## config.mk

```make
export PLATFORM = sky130hd
export DESIGN_NAME = cone_backprojection_accumulator_unit
export DESIGN_NICKNAME = d
export VERILOG_FILES = /design/src/rtl/cba_pkg.sv /design/src/rtl/cba_dp.sv /design/src/rtl/cba_ctrl.sv /design/src/rtl/cone_backprojection_accumulator_unit.sv
export SDC_FILE = /design/constraint.sdc
export NUM_CORES = 2
export LEC_CHECK = 0
export BUFFER_PORTS_ARGS = -buffer_cell sky130_fd_sc_hd__buf_2
export CAP_MARGIN = 20
export CORE_MARGIN = 2
export CORE_UTILIZATION = 25
export DETAILED_ROUTE_END_ITERATION = 8
export HOLD_SLACK_MARGIN = 0.15
export PLACE_DENSITY = 0.43
export REMOVE_ABC_BUFFERS = 1
export SYNTH_ARGS = -nofsm -noshare
export SYNTH_HDL_FRONTEND = slang
export SYNTH_HIERARCHICAL = 1
export SYNTH_SLANG_ARGS = --single-unit
```

## constraint.sdc

```tcl
create_clock -name clk -period 20.4 [get_ports clk]
set_clock_uncertainty 0.15 [all_clocks]
set_input_delay 1.02 -clock clk [delete_from_list [all_inputs] [get_ports clk]]
set_output_delay 1.02 -clock clk [all_outputs]
set_load 0.05 [all_outputs]
```

## src/rtl/cba_pkg.sv

```systemverilog
// Package with the shared constants, register codes and control structs of the accumulator.
package cba_pkg;

  localparam int FRACTION_BITS = 16;

  localparam int COORD_W  = 16;
  localparam int COEF_W   = 32;
  localparam int COUNTS_W = 16;
  localparam int SUM_W    = 32;
  localparam int ACC_W    = 32;
  localparam int SLOT_W   = 2;

  localparam int PROD_W    = COEF_W + COORD_W;
  localparam int VACC_W    = PROD_W + 3;
  localparam int DIVD_W    = COUNTS_W + 2 * FRACTION_BITS;
  localparam int DIV_CNT_W = $clog2(DIVD_W);
  localparam int QEXT_W    = (DIVD_W > ACC_W + 2) ? DIVD_W : ACC_W + 2;

  localparam int APB_DATA_W = 32;
  localparam int APB_ADDR_W = 4;
  localparam int REG_IDX_W  = 2;

  typedef enum logic [REG_IDX_W-1:0] {
    REG_VOXEL_X     = 2'd0,
    REG_VOXEL_Y     = 2'd1,
    REG_VOXEL_Z     = 2'd2,
    REG_START_COEF  = 2'd3
  } reg_idx_t;

  typedef enum logic [SLOT_W-1:0] {
    SLOT_LEFT  = 2'd0,
    SLOT_RIGHT = 2'd1,
    SLOT_FRONT = 2'd2,
    SLOT_BACK  = 2'd3
  } slot_t;

  typedef struct packed {
    logic              load;
    logic              mul_en;
    logic [SLOT_W-1:0] mul_sel;
    logic              add_en;
    logic              div_start;
    logic              div_step;
    logic              acc_update;
    logic              emit;
  } dp_cmd_t;

  typedef struct packed {
    logic  below;
    logic  sum_nz;
    slot_t slot;
    logic  last;
  } dp_sts_t;

endpackage

```

## src/rtl/cba_dp.sv

```systemverilog
// Datapath: configuration registers, shared plane multiplier, restoring divider and accumulator.
module cba_dp (
  input  logic                                clk,
  input  logic                                rst_n,
  input  logic                                cfg_wr,
  input  cba_pkg::reg_idx_t                   cfg_idx,
  input  logic [cba_pkg::APB_DATA_W-1:0]      cfg_wdata,
  output logic [cba_pkg::APB_DATA_W-1:0]      cfg_rdata,
  input  logic [cba_pkg::SLOT_W-1:0]          in_plane_slot,
  input  logic signed [cba_pkg::COEF_W-1:0]   in_coef_a,
  input  logic signed [cba_pkg::COEF_W-1:0]   in_coef_b,
  input  logic signed [cba_pkg::COEF_W-1:0]   in_coef_c,
  input  logic signed [cba_pkg::COEF_W-1:0]   in_plane_offset,
  input  logic [cba_pkg::COUNTS_W-1:0]        in_event_counts,
  input  logic [cba_pkg::SUM_W-1:0]           in_event_sum,
  input  logic                                in_last_event,
  input  cba_pkg::dp_cmd_t                    cmd,
  output cba_pkg::dp_sts_t                    sts,
  output logic signed [cba_pkg::ACC_W-1:0]    out_data
);

  logic signed [cba_pkg::COORD_W-1:0]  vox_x_r, vox_y_r, vox_z_r;
  logic signed [cba_pkg::ACC_W-1:0]    start_r;
  logic signed [cba_pkg::ACC_W-1:0]    acc_r;
  logic signed [cba_pkg::ACC_W-1:0]    out_r;

  logic [cba_pkg::SLOT_W-1:0]          slot_r;
  logic signed [cba_pkg::COEF_W-1:0]   a_r, b_r, c_r;
  logic [cba_pkg::COUNTS_W-1:0]        counts_r;
  logic [cba_pkg::SUM_W-1:0]           sum_r;
  logic                                last_r;

  logic signed [cba_pkg::PROD_W-1:0]   prod_r;
  logic signed [cba_pkg::VACC_W-1:0]   vacc_r;
  logic [cba_pkg::SUM_W-1:0]           rem_r;
  logic [cba_pkg::DIVD_W-1:0]          divq_r;

  logic signed [cba_pkg::COEF_W-1:0]   mul_a;
  logic signed [cba_pkg::COORD_W-1:0]  mul_b;
  logic [cba_pkg::SUM_W:0]             trial;
  logic                                trial_ge;
  logic [cba_pkg::QEXT_W-1:0]          q_ext;
  logic [cba_pkg::ACC_W:0]             q_clamp;
  logic signed [cba_pkg::ACC_W+1:0]    acc_sum;
  logic signed [cba_pkg::ACC_W-1:0]    acc_sat;

  always_comb begin
    case (cba_pkg::slot_t'(cmd.mul_sel))
      cba_pkg::SLOT_LEFT:  begin mul_a = a_r; mul_b = vox_x_r; end
      cba_pkg::SLOT_RIGHT: begin mul_a = b_r; mul_b = vox_y_r; end
      default:             begin mul_a = c_r; mul_b = vox_z_r; end
    endcase
  end

  // One quotient bit per step; the remainder always stays below the divisor.
  assign trial    = {rem_r, divq_r[cba_pkg::DIVD_W-1]};
  assign trial_ge = trial >= {1'b0, sum_r};

  // Quotients above 2^32 are clamped before the saturating add.
  assign q_ext   = cba_pkg::QEXT_W'(divq_r);
  assign q_clamp = (q_ext > cba_pkg::QEXT_W'({1'b1, {cba_pkg::ACC_W{1'b0}}}))
                   ? {1'b1, {cba_pkg::ACC_W{1'b0}}}
                   : q_ext[cba_pkg::ACC_W:0];
  assign acc_sum = (cba_pkg::ACC_W+2)'(acc_r) + $signed({1'b0, q_clamp});
  assign acc_sat = (acc_sum > $signed((cba_pkg::ACC_W+2)'({1'b0, {(cba_pkg::ACC_W-1){1'b1}}})))
                   ? {1'b0, {(cba_pkg::ACC_W-1){1'b1}}}
                   : acc_sum[cba_pkg::ACC_W-1:0];

  always_ff @(posedge clk) begin
    if (!rst_n) begin
      vox_x_r <= '0;
      vox_y_r <= '0;
      vox_z_r <= '0;
      start_r <= '0;
      acc_r   <= '0;
    end else begin
      if (cfg_wr) begin
        unique case (cfg_idx)
          cba_pkg::REG_VOXEL_X:    vox_x_r <= cfg_wdata[cba_pkg::COORD_W-1:0];
          cba_pkg::REG_VOXEL_Y:    vox_y_r <= cfg_wdata[cba_pkg::COORD_W-1:0];
          cba_pkg::REG_VOXEL_Z:    vox_z_r <= cfg_wdata[cba_pkg::COORD_W-1:0];
          cba_pkg::REG_START_COEF: begin
            start_r <= cfg_wdata[cba_pkg::ACC_W-1:0];
            acc_r   <= cfg_wdata[cba_pkg::ACC_W-1:0];
          end
          default: ;
        endcase
      end
      if (cmd.acc_update) begin
        acc_r <= acc_sat;
      end
      if (cmd.emit) begin
        acc_r <= start_r;
      end
    end
  end

  always_ff @(posedge clk) begin
    if (cmd.load) begin
      slot_r   <= in_plane_slot;
      a_r      <= in_coef_a;
      b_r      <= in_coef_b;
      c_r      <= in_coef_c;
      counts_r <= in_event_counts;
      sum_r    <= in_event_sum;
      last_r   <= in_last_event;
      vacc_r   <= -cba_pkg::VACC_W'(in_plane_offset);
    end else if (cmd.add_en) begin
      vacc_r <= vacc_r + cba_pkg::VACC_W'(prod_r);
    end
    if (cmd.mul_en) begin
      prod_r <= cba_pkg::PROD_W'(mul_a) * cba_pkg::PROD_W'(mul_b);
    end
    if (cmd.div_start) begin
      rem_r  <= '0;
      divq_r <= {counts_r, {(2 * cba_pkg::FRACTION_BITS){1'b0}}};
    end else if (cmd.div_step) begin
      rem_r  <= trial_ge ? cba_pkg::SUM_W'(trial - {1'b0, sum_r}) : trial[cba_pkg::SUM_W-1:0];
      divq_r <= {divq_r[cba_pkg::DIVD_W-2:0], trial_ge};
    end
    if (cmd.emit) begin
      out_r <= acc_r;
    end
  end

  always_comb begin
    case (cfg_idx)
      cba_pkg::REG_VOXEL_X: cfg_rdata = cba_pkg::APB_DATA_W'(vox_x_r);
      cba_pkg::REG_VOXEL_Y: cfg_rdata = cba_pkg::APB_DATA_W'(vox_y_r);
      cba_pkg::REG_VOXEL_Z: cfg_rdata = cba_pkg::APB_DATA_W'(vox_z_r);
      default:              cfg_rdata = cba_pkg::APB_DATA_W'(start_r);
    endcase
  end

  assign sts.below  = vacc_r[cba_pkg::VACC_W-1] || (vacc_r == '0);
  assign sts.sum_nz = (sum_r != '0);
  assign sts.slot   = cba_pkg::slot_t'(slot_r);
  assign sts.last   = last_r;
  assign out_data   = out_r;

endmodule

```

## src/rtl/cba_ctrl.sv

```systemverilog
// Controller: sequences the multiply, compare, divide and update steps of each plane word.
module cba_ctrl (
  input  logic               clk,
  input  logic               rst_n,
  input  logic               in_valid,
  output logic               in_stall,
  output logic               out_valid,
  input  logic               out_stall,
  input  cba_pkg::dp_sts_t   sts,
  output cba_pkg::dp_cmd_t   cmd
);

  typedef enum logic [2:0] {
    S_IDLE,
    S_MUL,
    S_EVAL,
    S_DIV,
    S_UPD,
    S_FIN
  } state_t;

  state_t                          state_r, state_nxt;
  logic [cba_pkg::SLOT_W-1:0]      step_r, step_nxt;
  logic [cba_pkg::DIV_CNT_W-1:0]   cnt_r, cnt_nxt;
  logic                            inside_r, inside_nxt;
  logic                            out_valid_r, out_valid_nxt;
  logic                            new_inside;

  assign new_inside = (sts.slot == cba_pkg::SLOT_LEFT) ? sts.below : (inside_r && sts.below);

  always_comb begin
    state_nxt     = state_r;
    step_nxt      = step_r;
    cnt_nxt       = cnt_r;
    inside_nxt    = inside_r;
    out_valid_nxt = out_valid_r && out_stall;
    cmd           = '0;
    unique case (state_r)
      S_IDLE: begin
        if (in_valid) begin
          cmd.load  = 1'b1;
          step_nxt  = '0;
          state_nxt = S_MUL;
        end
      end
      S_MUL: begin
        cmd.mul_en  = (step_r != cba_pkg::SLOT_W'(3));
        cmd.mul_sel = step_r;
        cmd.add_en  = (step_r != '0);
        step_nxt    = step_r + 1'b1;
        if (step_r == cba_pkg::SLOT_W'(3)) begin
          state_nxt = S_EVAL;
        end
      end
      S_EVAL: begin
        if (sts.slot != cba_pkg::SLOT_BACK) begin
          inside_nxt = new_inside;
          state_nxt  = S_IDLE;
        end else begin
          inside_nxt = 1'b1;
          if (new_inside && sts.sum_nz) begin
            cmd.div_start = 1'b1;
            cnt_nxt       = '0;
            state_nxt     = S_DIV;
          end else begin
            state_nxt = S_FIN;
          end
        end
      end
      S_DIV: begin
        cmd.div_step = 1'b1;
        cnt_nxt      = cnt_r + 1'b1;
        if (cnt_r == cba_pkg::DIV_CNT_W'(cba_pkg::DIVD_W - 1)) begin
          state_nxt = S_UPD;
        end
      end
      S_UPD: begin
        cmd.acc_update = 1'b1;
        state_nxt      = S_FIN;
      end
      S_FIN: begin
        if (!sts.last) begin
          state_nxt = S_IDLE;
        end else if (!(out_valid_r && out_stall)) begin
          cmd.emit      = 1'b1;
          out_valid_nxt = 1'b1;
          state_nxt     = S_IDLE;
        end
      end
      default: state_nxt = S_IDLE;
    endcase
  end

  always_ff @(posedge clk) begin
    if (!rst_n) begin
      state_r     <= S_IDLE;
      step_r      <= '0;
      cnt_r       <= '0;
      inside_r    <= 1'b1;
      out_valid_r <= 1'b0;
    end else begin
      state_r     <= state_nxt;
      step_r      <= step_nxt;
      cnt_r       <= cnt_nxt;
      inside_r    <= inside_nxt;
      out_valid_r <= out_valid_nxt;
    end
  end

  // No word is taken while reset is held.
  assign in_stall  = (state_r != S_IDLE) || !rst_n;
  assign out_valid = out_valid_r;

endmodule

```

## src/rtl/cone_backprojection_accumulator_unit.sv

```systemverilog
// Top level of the per-voxel cone backprojection accumulator.
// The block takes one plane word at a time: for each word it forms a*x + b*y + c*z - d
// exactly with a single shared 32x16 multiplier (three products in turn) and
// decides whether the voxel lies on the inner side of that plane. Four words (left,
// right, front, back) make one event; a left word starts a new inside test. On a back
// word whose event contains the voxel and has a nonzero sum, a restoring divider forms
// (counts << 2*FRACTION_BITS) / sum one quotient bit per cycle, and the clamped
// quotient is added to the saturating Q16.16 accumulator. A back word flagged as the
// last event places the accumulator in the output register and reloads it from the
// start coefficient. Each word passes the multiply and compare steps; a back word
// goes on to a finish step, with the divider steps and an update step in between
// when it divides. A finished result, a Q16.16 word, waits in the output register
// while the next words are already taken; only a second result stalls behind it.
// Writing the start coefficient also reloads the accumulator. Registers sit at byte
// addresses 0 (voxel x), 4 (voxel y), 8 (voxel z) and 12 (start coefficient); they
// are to be written only while the block is idle, which the block does not enforce.
module cone_backprojection_accumulator_unit (
  input  logic                                 clk,
  input  logic                                 rst_n,
  input  logic                                 psel,
  input  logic                                 penable,
  input  logic                                 pwrite,
  input  logic [cba_pkg::APB_ADDR_W-1:0]       paddr,
  input  logic [cba_pkg::APB_DATA_W-1:0]       pwdata,
  output logic [cba_pkg::APB_DATA_W-1:0]       prdata,
  output logic                                 pready,
  input  logic                                 in_valid,
  output logic                                 in_stall,
  input  logic [cba_pkg::SLOT_W-1:0]           in_plane_slot,
  input  logic signed [cba_pkg::COEF_W-1:0]    in_coef_a,
  input  logic signed [cba_pkg::COEF_W-1:0]    in_coef_b,
  input  logic signed [cba_pkg::COEF_W-1:0]    in_coef_c,
  input  logic signed [cba_pkg::COEF_W-1:0]    in_plane_offset,
  input  logic [cba_pkg::COUNTS_W-1:0]         in_event_counts,
  input  logic [cba_pkg::SUM_W-1:0]            in_event_sum,
  input  logic                                 in_last_event,
  output logic                                 out_valid,
  input  logic                                 out_stall,
  output logic signed [cba_pkg::ACC_W-1:0]     out_adjusted_coefficient
);

  cba_pkg::dp_cmd_t  cmd;
  cba_pkg::dp_sts_t  sts;
  logic              cfg_wr;
  cba_pkg::reg_idx_t cfg_idx;

  // The port never inserts wait states, so a write lands in its access cycle.
  assign pready  = 1'b1;
  assign cfg_wr  = psel && penable && pwrite;
  assign cfg_idx = cba_pkg::reg_idx_t'(paddr[cba_pkg::APB_ADDR_W-1:2]);

  cba_ctrl u_ctrl (
    .clk       (clk),
    .rst_n     (rst_n),
    .in_valid  (in_valid),
    .in_stall  (in_stall),
    .out_valid (out_valid),
    .out_stall (out_stall),
    .sts       (sts),
    .cmd       (cmd)
  );

  cba_dp u_dp (
    .clk             (clk),
    .rst_n           (rst_n),
    .cfg_wr          (cfg_wr),
    .cfg_idx         (cfg_idx),
    .cfg_wdata       (pwdata),
    .cfg_rdata       (prdata),
    .in_plane_slot   (in_plane_slot),
    .in_coef_a       (in_coef_a),
    .in_coef_b       (in_coef_b),
    .in_coef_c       (in_coef_c),
    .in_plane_offset (in_plane_offset),
    .in_event_counts (in_event_counts),
    .in_event_sum    (in_event_sum),
    .in_last_event   (in_last_event),
    .cmd             (cmd),
    .sts             (sts),
    .out_data        (out_adjusted_coefficient)
  );

endmodule

```

==> impl_metrics.env <==
export IMPL_tritoncts="yes"
export IMPL_cts_clk_slew_worst_paths_ps=60
export IMPL_numClockSinks=483
export IMPL_hold_violations=0
export IMPL_fraction_of_layout_cells_with_a_size_suffix_above_1=0.1100
export IMPL_maximum_number_of_pins_on_one_net_before_global_route_repair=94
export IMPL_rr_worst_depth=26
export IMPL_synthArstFlopShare=0
export IMPL_netlist_top_cell_by_area="sky130_fd_sc_hd__fa_1"
export IMPL_postSynthCellCount=4628
export IMPL_worst_slew_pin_slew_ps=1116
export IMPL_run_status="completed"
export IMPL_ys_flop_type="sky130_fd_sc_hd__edfxtp_1"
export IMPL_powerDensity_mw_per_mm2=90.89
export IMPL_numCtsBuffers=59
export IMPL_detailroute_via_count=33190
export IMPL_finalNetCount=5793
export IMPL_seqCellArea_mm2=0.01261
export IMPL_synthesis_area_per_instance_um2=9.368
export IMPL_port_buffer_count=285
export IMPL_grt_overflow_total=0
export IMPL_post_dp_hpwl_um=103900
export IMPL_crit_path_top_delay_cell="sky130_fd_sc_hd__o21ai_4"
export IMPL_detail_route_first_pass_iterations=6
export IMPL_vdd_ir_drop_max_uv=114.5
export IMPL_finalWorstPathRequiredPeriod_ps=11110
export IMPL_post_route_util=0.2887
export IMPL_core_region_area_mm2=0.1719
export IMPL_dieHeight_um=420.4
export IMPL_crit_path_start_kind="register"
export IMPL_syn_to_final_growth_pct=14.47
export IMPL_critical_path_most_common_cell="sky130_fd_sc_hd__fa_1"
export IMPL_gp_congestion=0.8239
export IMPL_max_cap_violations=0
export IMPL_floorplan_die_area_mm2=0.1768
export IMPL_start_util=0.2522
export IMPL_drt_wirelength_per_cell_um=18.77
export IMPL_worst_path_max_fanout=34
export IMPL_endpoint_of_the_worst_hold_path="u_dp/acc_r[19]"
export IMPL_layout_cell_area_non_filler_mm2=0.04963
export IMPL_synth_area_mm2=0.04335
export IMPL_detailed_place_area_mm2=0.04755
export IMPL_layout_filler_cells=18420
export IMPL_setup_violations_final=0
export IMPL_detail_route_vias_per_cell=4.600
export IMPL_synth_top_cell_area_share=0.2258
export IMPL_crit_arrival_ps=11400
export IMPL_top_level_ports=289
export IMPL_cts_hold_repair_buffers=0
export IMPL_path_delay_family="adder cells"
export IMPL_r2r_end="u_dp/prod_r[46]"
export IMPL_min_from="u_dp/start_r[19]"
export IMPL_number_of_nets_with_antenna_violations_after_detailed_routing=0
export IMPL_r2r_setup_slack_ps=9290
export IMPL_postCtsResizedCells=0
export IMPL_clk_path_buf_depth=3
export IMPL_worst_path_largest_cell_delay_ps=880
export IMPL_synth_top_cells_by_area="sky130_fd_sc_hd__fa_1 (23%), sky130_fd_sc_hd__edfxtp_1 (20%), sky130_fd_sc_hd__dfxtp_1 (8.7%)"
export IMPL_grt_antenna_before_repair=28
export IMPL_multi_input_gate_area_mm2=0.02771
export IMPL_ys_warn_count=6
export IMPL_hold_slack_ps=305.0
export IMPL_cp_end_kind="register"
export IMPL_grt_pass1_vias=34050
export IMPL_groute_usage_overall=0.1520
export IMPL_grt_pass1_wl_um=206800
export IMPL_final_min_period_over_clock_period=0.5446
export IMPL_required_time_worst_endpoint_ps=20690
export IMPL_cts_post_setup_buffers_inserted=0
export IMPL_yosys_cell_types_count=110
export IMPL_worstSetupPathType="register to register"
export IMPL_regToRegStartpoint="u_ctrl/state_r[0]"
export IMPL_h_tree_depth=2
export IMPL_leakage_nw=21.35
export IMPL_cp_buffers_inverters=5
export IMPL_total_power_mw=4.511
export IMPL_fin_setup_tns_ps=0
export IMPL_num_rows=152
export IMPL_dieWidth_um=420.4
export IMPL_drc=0
export IMPL_relative_slew_slack=0.2511
export IMPL_seq_area_frac_synth=0.2909
export IMPL_timing_max_transition_violations_final=0
export IMPL_grt_setup_unrepaired="no"
export IMPL_worst_hold_path_cell_count=2
export IMPL_detail_route_wirelength_um=135500
export IMPL_fmaxAchievable_mhz=90.01
export IMPL_drt_iter0_markers=1934
export IMPL_clockRootBuffer="sky130_fd_sc_hd__clkbuf_16"
export IMPL_clk_latency_ps=710
export IMPL_synth_seq_cells=483
export IMPL_synth_edf_count=294
export IMPL_min_delay_path_class="register to register"
-- synthesized netlist by cell type, types with 60 or more instances --
| cell | instances |
|---|---|
| sky130_fd_sc_hd__o21ai_0 | 156 |
| sky130_fd_sc_hd__fa_1 | 489 |
| sky130_fd_sc_hd__a21oi_1 | 274 |
| sky130_fd_sc_hd__mux2i_1 | 97 |
| sky130_fd_sc_hd__o21a_1 | 60 |
| sky130_fd_sc_hd__edfxtp_1 | 294 |
| sky130_fd_sc_hd__xnor2_1 | 106 |
| sky130_fd_sc_hd__clkbuf_1 | 151 |
| sky130_fd_sc_hd__nand2_1 | 664 |
| sky130_fd_sc_hd__dfxtp_1 | 189 |
| sky130_fd_sc_hd__a21o_1 | 97 |
| sky130_fd_sc_hd__nor2_1 | 377 |
| sky130_fd_sc_hd__ha_1 | 233 |
| sky130_fd_sc_hd__inv_1 | 636 |
-- layout by cell type, fill, tap and decap left out, types with 9 or more instances in the layout --
cell type and n:
sky130_fd_sc_hd__nand4_1 24, sky130_fd_sc_hd__clkbuf_8 11, sky130_fd_sc_hd__or4_1 10, sky130_fd_sc_hd__edfxtp_1 294
sky130_fd_sc_hd__nor2_1 372, sky130_fd_sc_hd__nand2_1 663, sky130_fd_sc_hd__o31ai_1 14, sky130_fd_sc_hd__nand3_1 56
sky130_fd_sc_hd__nor4_1 40, sky130_fd_sc_hd__or2_2 9, sky130_fd_sc_hd__nor2b_1 20, sky130_fd_sc_hd__xnor2_1 106
sky130_fd_sc_hd__nor3_1 34, sky130_fd_sc_hd__buf_2 285, sky130_fd_sc_hd__fa_1 489, sky130_fd_sc_hd__a21oi_1 270
sky130_fd_sc_hd__ha_1 233, sky130_fd_sc_hd__and3_1 20, sky130_fd_sc_hd__mux4_2 15, sky130_fd_sc_hd__o211ai_1 23
sky130_fd_sc_hd__clkbuf_1 11, sky130_fd_sc_hd__a21o_1 97, sky130_fd_sc_hd__o21a_1 60, sky130_fd_sc_hd__o21ai_0 153
sky130_fd_sc_hd__xor2_1 58, sky130_fd_sc_hd__o311a_1 10, sky130_fd_sc_hd__o21ai_1 41, sky130_fd_sc_hd__inv_1 635
sky130_fd_sc_hd__clkbuf_16 59, sky130_fd_sc_hd__dfxtp_1 189, sky130_fd_sc_hd__nand2b_1 42, sky130_fd_sc_hd__a211oi_1 35
sky130_fd_sc_hd__buf_4 64, sky130_fd_sc_hd__or3_1 16, sky130_fd_sc_hd__and2_1 59, sky130_fd_sc_hd__mux2i_1 97
sky130_fd_sc_hd__a31oi_1 35, sky130_fd_sc_hd__o21bai_1 23
-- sequential cells by signal, summed over array words and instances (netlist names), 16 cells and up --
name and flops:
u_dp/start_r 32, u_dp/b_r 32, u_dp/vox_y_r 16, u_dp/prod_r 48, u_dp/sum_r 32, u_dp/divq_r 48, u_dp/a_r 32, u_dp/vox_z_r 16
u_dp/counts_r 16, u_dp/rem_r 32, u_dp/c_r 32, u_dp/vacc_r 51, u_dp/acc_r 32, u_dp/out_data 32, u_dp/vox_x_r 16
-- worst min-delay path: stages (launching register included) --
cell and delay, ps:
sky130_fd_sc_hd__dfxtp_1 320, sky130_fd_sc_hd__nand2_1 50, sky130_fd_sc_hd__nand2_1 40
-- routing by layer --
layer,up-vias,wire [um],global-route usage
li1,15900,-,-
met1,16420,62880,0.2080
met2,685,62010,0.2457
met3,169,6149,0.02242
met4,12,4327,0.04848
met5,-,85,0
-- stage by stage --
step	setup WS [ps]	cells
finish	9290	7215
global route	8297	7214
CTS	8872	7207
detailed placement	8910	7096
global placement	8870	7095
floorplan	6891	4437
-- worst max path at each step --
stage                      startpoint  slack, ps               to  cells past startpoint
floorplan           u_ctrl/state_r[0]       6890  u_dp/prod_r[46]                     23
global placement    u_ctrl/state_r[0]       8870  u_dp/prod_r[46]                     26
detailed placement  u_ctrl/state_r[0]       8910  u_dp/prod_r[46]                     26
CTS                 u_ctrl/state_r[0]       8870  u_dp/prod_r[46]                     26
global route        u_ctrl/state_r[0]       8300  u_dp/prod_r[46]                     26
finish              u_ctrl/state_r[0]       9290  u_dp/prod_r[46]                     26
-- kinds of logic (layout without fill, tap and decap cells) --
logic type / count (synthesis) / in the layout / share of synthesized area
AO/OA/AOI/OAI: 894 / 894 / 0.1332
XOR/XNOR: 164 / 164 / 0.03313
adder cells (fa/ha/maj): 722 / 722 / 0.2931
buffers and inverters: 830 / 1101 / 0.07308
flip-flops: 483 / 483 / 0.2909
multiplexers: 115 / 115 / 0.03097
other: 1 / 7 / 0.00008650
AND/OR/NAND/NOR: 1419 / 1419 / 0.1456
-- power by group --
group	internal [mW]	switching, mW
logic	0.729	1.19
clock network	0.640	0.474
registers	1.33	0.144
-- final cells by class --
cell class,instances,area share
sequential,483,0.2541
antenna,6,0.0003025
timing repair buffer,351,0.03920
inverter,639,0.04856
tap,2310,0.05824
multi-input combinational,3315,0.5584
clock buffer,81,0.03363
clock inverter,30,0.007513
No activity file was read; power rests on OpenSTA's default activity.
